## src/rtl/core/pfr_pkg.sv

```systemverilog
`timescale 1ns / 1ps
// Shared types and constants for the page frame replacement policy unit.
package pfr_pkg;

   localparam int COUNT_W = 5;

   typedef enum logic [1:0] {
      ST_IDLE = 2'b01,
      ST_SCAN = 2'b10
   } state_type;

   typedef struct packed {
      logic shift;
      logic load;
      logic mark;
   } ctrl_type;

endpackage

```

## src/rtl/core/page_frame_replacement_policy_unit.sv

```systemverilog
`timescale 1ns / 1ps
// Top level: FIFO / second-chance page replacement over a chain of frame cells.
//
//  channel | dir | handshake            | payload
//  req     | in  | req_tvalid/tready    | tuser cmd, tdata page_number
//  rsp     | out | rsp_tvalid/tready    | tdata victim_valid, victim_page, hit, count
//  csr     | in  | csr_valid/csr_ready  | csr_data policy_mode
//
// Reference beats and places into a non-full table are answered without entering the scan state.
// A place into a full table in second-chance mode rotates one referenced page
// per cycle through the cell chain until an unreferenced page is evicted.
// Reset clears all valid and referenced bits at once; mode resets to second-chance.
// A result waiting in the output register stalls only the next beat's acceptance.
module page_frame_replacement_policy_unit #(
   parameter int FRAMES    = 16,
   parameter int PAGE_BITS = 20
) (
   input  logic                                            clock,
   input  logic                                            reset,
   input  logic                                            req_tvalid,
   output logic                                            req_tready,
   input  logic                                            req_tuser,  // [0] cmd
   input  logic [((PAGE_BITS+7)/8)*8-1:0]                  req_tdata,  // page_number
   output logic                                            rsp_tvalid,
   input  logic                                            rsp_tready,
   // victim_valid, victim_page, hit, resident_count (5)
   output logic [((PAGE_BITS+pfr_pkg::COUNT_W+2+7)/8)*8-1:0] rsp_tdata,
   input  logic                                            csr_valid,
   output logic                                            csr_ready,
   input  logic                                            csr_data    // policy_mode
);

   localparam int CNT_W = $clog2(FRAMES + 1);
   localparam int RSP_W = ((PAGE_BITS + pfr_pkg::COUNT_W + 2 + 7) / 8) * 8;

   pfr_pkg::state_type   state_ff, state_in;
   pfr_pkg::ctrl_type    ctrl;
   logic                 mode_ff;
   logic [CNT_W-1:0]     count_ff, count_in;
   logic [PAGE_BITS-1:0] key_ff;
   logic [PAGE_BITS-1:0] key;
   logic [PAGE_BITS-1:0] tail_page;

   logic                 rsp_valid_ff;
   logic                 rsp_vv_ff, rsp_vv_in;
   logic [PAGE_BITS-1:0] rsp_page_ff, rsp_page_in;
   logic                 rsp_hit_ff, rsp_hit_in;
   logic [CNT_W-1:0]     rsp_cnt_ff;
   logic                 rsp_write;

   logic [PAGE_BITS-1:0] cell_page  [FRAMES];
   logic                 cell_ref   [FRAMES];
   logic                 cell_valid [FRAMES];
   logic [FRAMES-1:0]    cell_match;
   logic [FRAMES-1:0]    load_sel;

   logic accept, scan, full, place, rotate, evict;

   assign csr_ready  = 1'b1;
   assign scan       = (state_ff == pfr_pkg::ST_SCAN);
   assign req_tready = (state_ff == pfr_pkg::ST_IDLE) && (!rsp_valid_ff || rsp_tready);
   assign accept     = req_tvalid && req_tready;
   assign full       = (count_ff == CNT_W'(FRAMES));
   assign place      = accept && !req_tuser;
   assign key        = scan ? key_ff : req_tdata[PAGE_BITS-1:0];

   assign rotate = (place && full && mode_ff && cell_ref[0]) || (scan && cell_ref[0]);
   assign evict  = (place && full && (!mode_ff || !cell_ref[0])) || (scan && !cell_ref[0]);

   assign ctrl.shift = rotate || evict;
   assign ctrl.load  = place && !full;
   assign ctrl.mark  = accept && req_tuser;
   assign tail_page  = rotate ? cell_page[0] : key;

   genvar gi;
   generate
      for (gi = 0; gi < FRAMES; gi++) begin : g_cell
         logic [PAGE_BITS-1:0] nxt_page;
         logic                 nxt_ref;
         logic                 nxt_valid;
         if (gi == FRAMES - 1) begin : g_tail
            assign nxt_page  = tail_page;
            assign nxt_ref   = 1'b0;
            assign nxt_valid = 1'b1;
         end else begin : g_body
            assign nxt_page  = cell_page[gi+1];
            assign nxt_ref   = cell_ref[gi+1];
            assign nxt_valid = cell_valid[gi+1];
         end
         assign load_sel[gi] = (count_ff == CNT_W'(gi));
         pfr_cell #(
            .PAGE_BITS (PAGE_BITS)
         ) u_cell (
            .clock     (clock),
            .reset     (reset),
            .ctrl      (ctrl),
            .load_sel  (load_sel[gi]),
            .key       (key),
            .nxt_page  (nxt_page),
            .nxt_ref   (nxt_ref),
            .nxt_valid (nxt_valid),
            .page      (cell_page[gi]),
            .ref_bit   (cell_ref[gi]),
            .valid     (cell_valid[gi]),
            .match     (cell_match[gi])
         );
      end
   endgenerate

   always_comb begin
      state_in = state_ff;
      unique case (state_ff)
         pfr_pkg::ST_IDLE: begin
            if (place && full && mode_ff && cell_ref[0]) state_in = pfr_pkg::ST_SCAN;
         end
         pfr_pkg::ST_SCAN: begin
            if (!cell_ref[0]) state_in = pfr_pkg::ST_IDLE;
         end
         default: state_in = pfr_pkg::ST_IDLE;
      endcase
   end

   always_comb begin
      count_in    = ctrl.load ? count_ff + CNT_W'(1) : count_ff;
      rsp_write   = ctrl.mark || ctrl.load || evict;
      rsp_vv_in   = evict;
      rsp_page_in = evict ? cell_page[0] : '0;
      rsp_hit_in  = ctrl.mark && (|cell_match);
   end

   always_ff @(posedge clock) begin
      if (reset) begin
         state_ff     <= pfr_pkg::ST_IDLE;
         mode_ff      <= 1'b1;
         count_ff     <= '0;
         rsp_valid_ff <= 1'b0;
      end else begin
         state_ff <= state_in;
         count_ff <= count_in;
         if (csr_valid) mode_ff <= csr_data;
         if (rsp_write) begin
            rsp_valid_ff <= 1'b1;
         end else if (rsp_tready) begin
            rsp_valid_ff <= 1'b0;
         end
      end
   end

   always_ff @(posedge clock) begin
      if (accept) key_ff <= req_tdata[PAGE_BITS-1:0];
      if (rsp_write) begin
         rsp_vv_ff   <= rsp_vv_in;
         rsp_page_ff <= rsp_page_in;
         rsp_hit_ff  <= rsp_hit_in;
         rsp_cnt_ff  <= count_in;
      end
   end

   assign rsp_tvalid = rsp_valid_ff;
   assign rsp_tdata  = RSP_W'({pfr_pkg::COUNT_W'(rsp_cnt_ff), rsp_hit_ff, rsp_page_ff,
                               rsp_vv_ff});

endmodule

```

## src/rtl/core/pfr_cell.sv

```systemverilog
`timescale 1ns / 1ps
// One frame slot: page number, referenced bit and valid bit, shifting toward the old end.
module pfr_cell #(
   parameter int PAGE_BITS = 20
) (
   input  logic                 clock,
   input  logic                 reset,
   input  pfr_pkg::ctrl_type    ctrl,
   input  logic                 load_sel,
   input  logic [PAGE_BITS-1:0] key,
   input  logic [PAGE_BITS-1:0] nxt_page,
   input  logic                 nxt_ref,
   input  logic                 nxt_valid,
   output logic [PAGE_BITS-1:0] page,
   output logic                 ref_bit,
   output logic                 valid,
   output logic                 match
);

   logic [PAGE_BITS-1:0] page_ff;
   logic                 ref_ff;
   logic                 valid_ff;

   assign match   = valid_ff && (page_ff == key);
   assign page    = page_ff;
   assign ref_bit = ref_ff;
   assign valid   = valid_ff;

   always_ff @(posedge clock) begin
      if (reset) begin
         valid_ff <= 1'b0;
         ref_ff   <= 1'b0;
      end else if (ctrl.shift) begin
         valid_ff <= nxt_valid;
         ref_ff   <= nxt_ref;
      end else if (ctrl.load && load_sel) begin
         valid_ff <= 1'b1;
         ref_ff   <= 1'b0;
      end else if (ctrl.mark && match) begin
         ref_ff   <= 1'b1;
      end
   end

   always_ff @(posedge clock) begin
      if (ctrl.shift) begin
         page_ff <= nxt_page;
      end else if (ctrl.load && load_sel) begin
         page_ff <= key;
      end
   end

endmodule
```

## config.mk

```make
export PLATFORM = sky130hd
export DESIGN_NAME = page_frame_replacement_policy_unit
export DESIGN_NICKNAME = d
export VERILOG_FILES = /design/src/rtl/core/pfr_pkg.sv /design/src/rtl/core/page_frame_replacement_policy_unit.sv /design/src/rtl/core/pfr_cell.sv
export SDC_FILE = /design/constraint.sdc
export NUM_CORES = 1
export LEC_CHECK = 0
export BUFFER_PORTS_ARGS = -buffer_cell sky130_fd_sc_hd__buf_2
export CELL_PAD_IN_SITES_DETAIL_PLACEMENT = 1
export CELL_PAD_IN_SITES_GLOBAL_PLACEMENT = 1
export CORE_ASPECT_RATIO = 1.25
export CORE_MARGIN = 1
export CORE_UTILIZATION = 50
export CTS_CLUSTER_SIZE = 14
export DETAILED_ROUTE_END_ITERATION = 10
export HOLD_SLACK_MARGIN = 0.05
export PLACE_DENSITY_LB_ADDON = 0.1
export SLEW_MARGIN = 0
export SYNTH_ARGS = -nofsm -noshare
export SYNTH_HDL_FRONTEND = slang
export SYNTH_SLANG_ARGS = --single-unit
```

## constraint.sdc

```tcl
create_clock -name clock -period 3.9 [get_ports clock]
set_input_delay 0.39 -clock clock [delete_from_list [all_inputs] [get_ports clock]]
set_output_delay 0.39 -clock clock [all_outputs]
set_load 0.005 [all_outputs]
```

## Word level (Yosys, flattened, before mapping)

Index checks and enable logic that the tools add are counted.

| cells by class | value |
|---|---|
| $add $sub $neg | 1 |
| multiply operators | 0 |
| bitwise logic cells | 0 |
| shifts and indexed selects | 0 |
| magnitude comparators | 0 |
| divide/modulo/power cells | 0 |
| muxes and demuxes | 117 |
| reduce and logical (&&, ||, !) cells | 108 |
| equality and inequality tests | 36 |

Operator list:

| kind | number |
|---|---|
| two-way mux 20 bit | 34 |
| equality test 20 bit | 16 |
| two-way mux 1 bit | 79 |
| logical AND 1 bit | 60 |
| nonzero test 3 bit | 15 |
| equality test 5 x 4 -> 1 bit (second input constant) | 8 |
| nonzero test 2 bit | 17 |
| equality test 5 x 3 -> 1 bit (second input constant) | 4 |
| OR reduction 16 bit | 1 |
| equality test 5 x 2 -> 1 bit (second input constant) | 2 |
| logical OR 1 bit | 7 |
| adder 5 x 1 -> 5 bit (second input constant) | 1 |
| equality test 5 x 1 -> 1 bit (second input constant) | 1 |
| equality test 5 bit (second input constant) | 1 |
| zero test 1 bit | 5 |
| zero test 5 bit | 1 |
| two-way mux 5 bit | 1 |
| two-way mux 2 bit | 2 |
| case mux 2 bit (2 select lines) | 1 |
| OR reduction 3 bit | 1 |
| equality test 2 x 1 -> 1 bit (second input constant) | 1 |
| equality test 2 bit (second input constant) | 1 |
| != test 2 x 1 -> 1 bit (second input constant) | 1 |
| != test 2 bit (second input constant) | 1 |
| AND reduction 2 bit | 1 |

| storage, ports and cells | value |
|---|---|
| flip-flop bits (word level) | 408 |
| output and inout port bits | 35 |
| memories | 0 |
| bits of input ports | 31 |
| bits in latches | 0 |
| word-level logic and storage cells | 319 |
| RAM bits | 0 |
| bits in read-only memories | 0 |

## Depth between registers and ports, before layout

| logic depth | value |
|---|---|
| depth after elaboration | 11 |
| gate-level depth with buffers | 13 |
| mapped depth without buffers | 9 |

## By module

Synthesis repeated with hierarchy kept, for this count alone.

| second synthesis, totals | value |
|---|---|
| cell total of the unflattened synthesis | 1703 |
| area, all modules | 21891.0 um2 |

By module, submodules not included:

| module | seq. area each (um2) | area each (um2) | times used | cells an instance |
|---|---|---|---|---|
| pfr_cell | 640.6 | 1174.9 | 16 | 87 |
| page_frame_replacement_policy_unit | 1591.5 | 3093.0 | 1 | 311 |

## Worst setup path after synthesis

No wires, ideal clock.

| timing | value |
|---|---|
| path type | reg2reg |
| from | reg state_ff[1] |
| to | reg g_cell[6].u_cell.ref_ff |
| setup slack | 0.738 ns |
| clock period less this slack | 3.162 ns |
| data required time | 3.768 ns |
| arrival | 3.029 ns |
| stages on the path, launching flop included | 8 |
| path buffers | 0 |
| setup time | 0.132 ns |
| cell sequence | dfxtp_1 -> and2b_1 -> nand4b_1 -> nor2_1 -> nand2_1 -> o21ai_0 -> o21bai_1 -> a21oi_1 |

| on the way | value |
|---|---|
| word-level cells in the longest chain between the ends | 10 |

Ends and longest elaborated chain:

| element | line | RTL |
|---|---|---|
| start: declaration | page_frame_replacement_policy_unit.sv:36 | `pfr_pkg::state_type state_ff, state_in;` |
| start signal: assignment | page_frame_replacement_policy_unit.sv:133 | `state_ff <= pfr_pkg::ST_IDLE;` |
| start signal: assignment | page_frame_replacement_policy_unit.sv:138 | `state_ff <= state_in;` |
| branches (longest 10 deep; another with two-way mux 20 bit) | -- |  |
| end signal: assignment | pfr_cell.sv:35 | `ref_ff <= nxt_ref;` |
| end: declaration | pfr_cell.sv:21 | `logic ref_ff;` |

Several ways; the timed one is not identified.
A chain may end at the register's enable or synchronous reset.

## Worst setup path in the final report

| timing | value |
|---|---|
| from | reg state_ff[0] |
| to | reg rsp_hit_ff (data pin) |

| on the way | value |
|---|---|
| word-level cells in the longest chain between the ends | 6 |

Ends and longest elaborated chain:

| element | line | RTL |
|---|---|---|
| equality test 2 bit | page_frame_replacement_policy_unit.sv:60 | `assign scan = (state_ff == pfr_pkg::ST_SCAN);` |
| two-way mux 20 bit | page_frame_replacement_policy_unit.sv:65 | `assign key = scan ? key_ff : req_tdata[PAGE_BITS-1:0];` |
| equality test 20 bit | pfr_cell.sv:24 | `assign match = valid_ff && (page_ff == key);` |
| logical AND 1 bit | pfr_cell.sv:24 |  |
| OR reduction 16 bit | page_frame_replacement_policy_unit.sv:128 | `rsp_hit_in = ctrl.mark && (\|cell_match);` |
| logical AND 1 bit (*) | page_frame_replacement_policy_unit.sv:128 |  |
| named net rsp_hit_in | page_frame_replacement_policy_unit.sv:47 | `logic rsp_hit_ff, rsp_hit_in;` |
| end signal: assignment | page_frame_replacement_policy_unit.sv:154 | `rsp_hit_ff <= rsp_hit_in;` |
| end: declaration | page_frame_replacement_policy_unit.sv:47 |  |

The timed path passes the listed nets; every way through them passes the cells marked *.

==> impl_metrics.csv <==
group,metric,value,unit
outcome,status,"completed",
flow_run,maxCapViolCount,0,
setup_path,cp.required,4370,ps
setup_path,crit_fanout,25,
setup_path,crit_path_cell_trace,"nand2b_4 -> buf_12 -> buf_4 -> mux2i_2 -> buf_4 -> nor2_1 -> a211oi_1 -> nand3_1 -> o32ai_1 -> nor3_1 -> buf_4 -> a41oi_1 -> buf_4",
logic_synthesis,netlist_instances,2227,
die,core,44000,um^2
timing,fmax,258,MHz
cts,cts_tree,"yes",
setup_path,cpPeakStageDelay,520,ps
logic_synthesis,ys_warn_count,0,
setup_path,reg2reg_depth,13,
detailed_routing,wire_per_inst,39.0,um
timing,relSlewSlack,0.176,
min_path,hold_end,"rsp_tvalid$_SDFFE_PP0P_",
power_and_ir_drop,p_comb_frac,0.107,
logic_synthesis,ys_top_cells_by_area,"edfxtp_1 (49%), nand2_1 (7.5%), xnor2_1 (5.8%)",
timing,hold_viol_final,0,
logic_synthesis,netlist_area,22300,um^2
grt,grt_max_degree,217,
cts,worst_skew_pair.late_latency,610,ps
timing,skew,21.3,ps
min_path,hold_start,"rsp_tready",
cts,clk_pin_slew,70,ps
cells_and_area,nets,2428,
cts,h-tree-depth,2,
detailed_routing,drtAntennaViolNets,0,
cts,clock_tree.root_cell,"clkbuf_16",
grt,first_global_vias,21500,
place,place_congestion,1.06,
cells_and_area,final_cell_mix,"nand2_1 (443), edfxtp_1 (367), buf_4 (195)",
setup_path,crit_type,"register to register",
timing,worstMarginPinSlew,1240,ps
logic_synthesis,yosys_register_bits,408,
logic_synthesis,yosys.area.top_type,"edfxtp_1",
setup_path,cp_common_cell,"buf_4",
die,die_w,191,um
cts,cts_buffer_depth,3,
min_path,whs_path_depth,3,
timing,setup_violations,0,
detailed_routing,vias,21700,
timing,rsz0062_at_grt,"no",
logic_synthesis,post_synth.cell_area_avg,10.0,um^2
setup_path,rr_startpoint,"state_ff[0]$_SDFFE_PP1P_",
grt,track_usage,0.519,
cells_and_area,syn_to_final_growth,17.0,%
cells_and_area,layout_commonest_cell,"nand2_1",
power_and_ir_drop,vdd_ir_drop_max,0.447,mV
power_and_ir_drop,pwr-share-seq,0.454,
detailed_routing,viasPerCell,7.22,
timing,setup_tns,0,ps
power_and_ir_drop,pwr-share-clk,0.438,
min_path,hp-class,"input port to register",
logic_synthesis,synth_edf_count,367,
setup_path,end_kind,"register",
power_and_ir_drop,pwr_density_cell,412,nW/um^2
timing,period_share,0.994,
die,dieHeight,238,um
setup_path,cp_num_buf_inv,5,
cells_and_area,drive_gt1_frac,0.163,
power_and_ir_drop,power,10800,uW
die,rows,86,
detailed_routing,drc_errors,0,
grt,antenna_found_initial,5,
power_and_ir_drop,sw_frac_of_total,0.266,
place,post-dp-hpwl,82600,um
timing,drv_slew,0,
cts,cts.sinks,408,
setup_path,cp_slowest_cell,"o32ai_1",
logic_synthesis,ys.flop_type,"edfxtp_1",
setup_path,worst_path_dominant_cell_family,"buffers and inverters",
die,ios,66,
setup_path,rrSetupSlack,30,ps
logic_synthesis,async_flop_share,0,
detailed_routing,first_pass_iters,8,
setup_path,cp-start-kind,"register",
die,die-area,45400,um^2
grt,grt_overflow_total,0,
setup_path,reg2reg_to,"rsp_hit_ff$_DFFE_PP_",
power_and_ir_drop,p_int,7890,uW
detailed_routing,routed_wl,117000,um
timing,min_period,3870,ps
cts,numCtsBuffers,46,
detailed_routing,drt_iter0_markers,3770,
power_and_ir_drop,leakage,0.00943,uW
power_and_ir_drop,p_switching,2870,uW
logic_synthesis,netlist.area_leader.share,0.494,
logic_synthesis,ys_seq_area_frac,0.531,
logic_synthesis,synth.distinct_cells,73,
grt,grt_first_pass_wirelength,161000,um
place,portBuffers,55,
die,start_util,0.507,
setup_path,crit_arrival,4340,ps
==> metal layers <==
| metal | GRT usage | vias up | routed length, um |
|---|---|---|---|
| met3 | 0.181 | 723 | 16800 |
| met2 | 0.740 | 2105 | 48700 |
| met4 | 0.445 | 2 | 12500 |
| met5 | 0 | - | 11 |
| li1 | - | 8320 | - |
| met1 | 0.623 | 10500 | 39100 |
==> flip-flops by register name, indices dropped and copies added (netlist names) <==
name,cells
key_ff,20
rsp_page_ff,20
state_ff,2
count_ff,5
g_cell.u_cell.page,320
rsp_vv_ff,1
rsp_hit_ff,1
g_cell.u_cell.ref_bit,16
rsp_cnt_ff,5
rsp_tvalid,1
mode_ff,1
g_cell.u_cell.valid,16
==> repair_timing <==
item,in CTS,in global routing
hold endpoints to repair,1,0
resized for setup,0,4
buffers inserted,0,3
setup endpoints to repair,0,1
hold buffers,2,0
==> synth_stat cells, drive strengths merged (23+ instances only) <==
master  count
xor2       84
nand2     443
o21ai     101
nor2      188
clkbuf     77
edfxtp    367
a21oi      78
nor4       36
xnor2     147
a221oi     33
inv        96
and2       23
nor2b      32
dfxtp      41
o22ai      48
nor3       41
nand4      27
buf        78
==> area by class of cell <==
type | instances | area [um^2]
timing repair buffer | 268 | 2070
inverter | 104 | 390
multi-input combinational | 1564 | 9460
tap | 572 | 716
clock inverter | 24 | 269
fill | 4762 | 17900
antenna | 5 | 12.5
clock buffer | 62 | 1330
sequential | 408 | 11800
==> worst max-delay path by stage <==
| stage | cells past startpoint | end | start |
|---|---|---|---|
| 2_1_floorplan | 7 | g_cell[6].u_cell.ref_bit$_SDFFE_PP0P_ | state_ff[1]$_SDFFE_PP0P_ |
| 3_3_place_gp | 14 | rsp_hit_ff$_DFFE_PP_ | state_ff[0]$_SDFFE_PP1P_ |
| 3_5_place_dp | 14 | rsp_hit_ff$_DFFE_PP_ | state_ff[0]$_SDFFE_PP1P_ |
| 4_1_cts | 14 | rsp_hit_ff$_DFFE_PP_ | state_ff[0]$_SDFFE_PP1P_ |
| 5_1_grt | 13 | rsp_hit_ff$_DFFE_PP_ | state_ff[0]$_SDFFE_PP1P_ |
| 6_report | 13 | rsp_hit_ff$_DFFE_PP_ | state_ff[0]$_SDFFE_PP1P_ |
==> power by group through the flow <==
stage               sequential, uW  clock (uW)  combinational, uW
finish                        4890        4710               1150
global route                  4890        4790               1130
floorplan                     4940           0                484
CTS                           4880        4680               1060
detailed placement            4980           0               1050
global placement              4970           0               1030
==> kinds of logic (layout without fill, tap and decap cells) <==
kind of cell,Yosys count,after routing,synth area share
compound gates,457,457,0.144
xor+xnor,231,231,0.0908
fa+ha+maj,5,5,0.00281
buf+inv,259,458,0.0514
flops,408,408,0.531
mux,23,23,0.0155
other cells,2,11,0.000337
simple gates,842,842,0.164
==> through the flow <==
step	hold slack, ps	std cells	cell area, um^2	utilization	setup slack [ps]
2_1_floorplan	427	2231	22300	-	738
3_3_place_gp	446	2911	24400	0.555	215
3_5_place_dp	449	2911	24400	0.555	148
4_1_cts	136	2999	26000	0.591	104
5_1_grt	160	3002	26100	0.592	54.2
6_report	142	3007	26100	0.593	25.3
==> worst reg2reg max path, cell delays in order (launching register included) <==
cell and delay, ps:
dfxtp_1 400, nand2b_4 240, buf_12 270, buf_4 290, mux2i_2 390, buf_4 250
nor2_1 60, a211oi_1 240, nand3_1 400, o32ai_1 530, nor3_1 90, buf_4 180
a41oi_1 210, buf_4 170
Note: power is estimated with default switching activity, not from simulation.
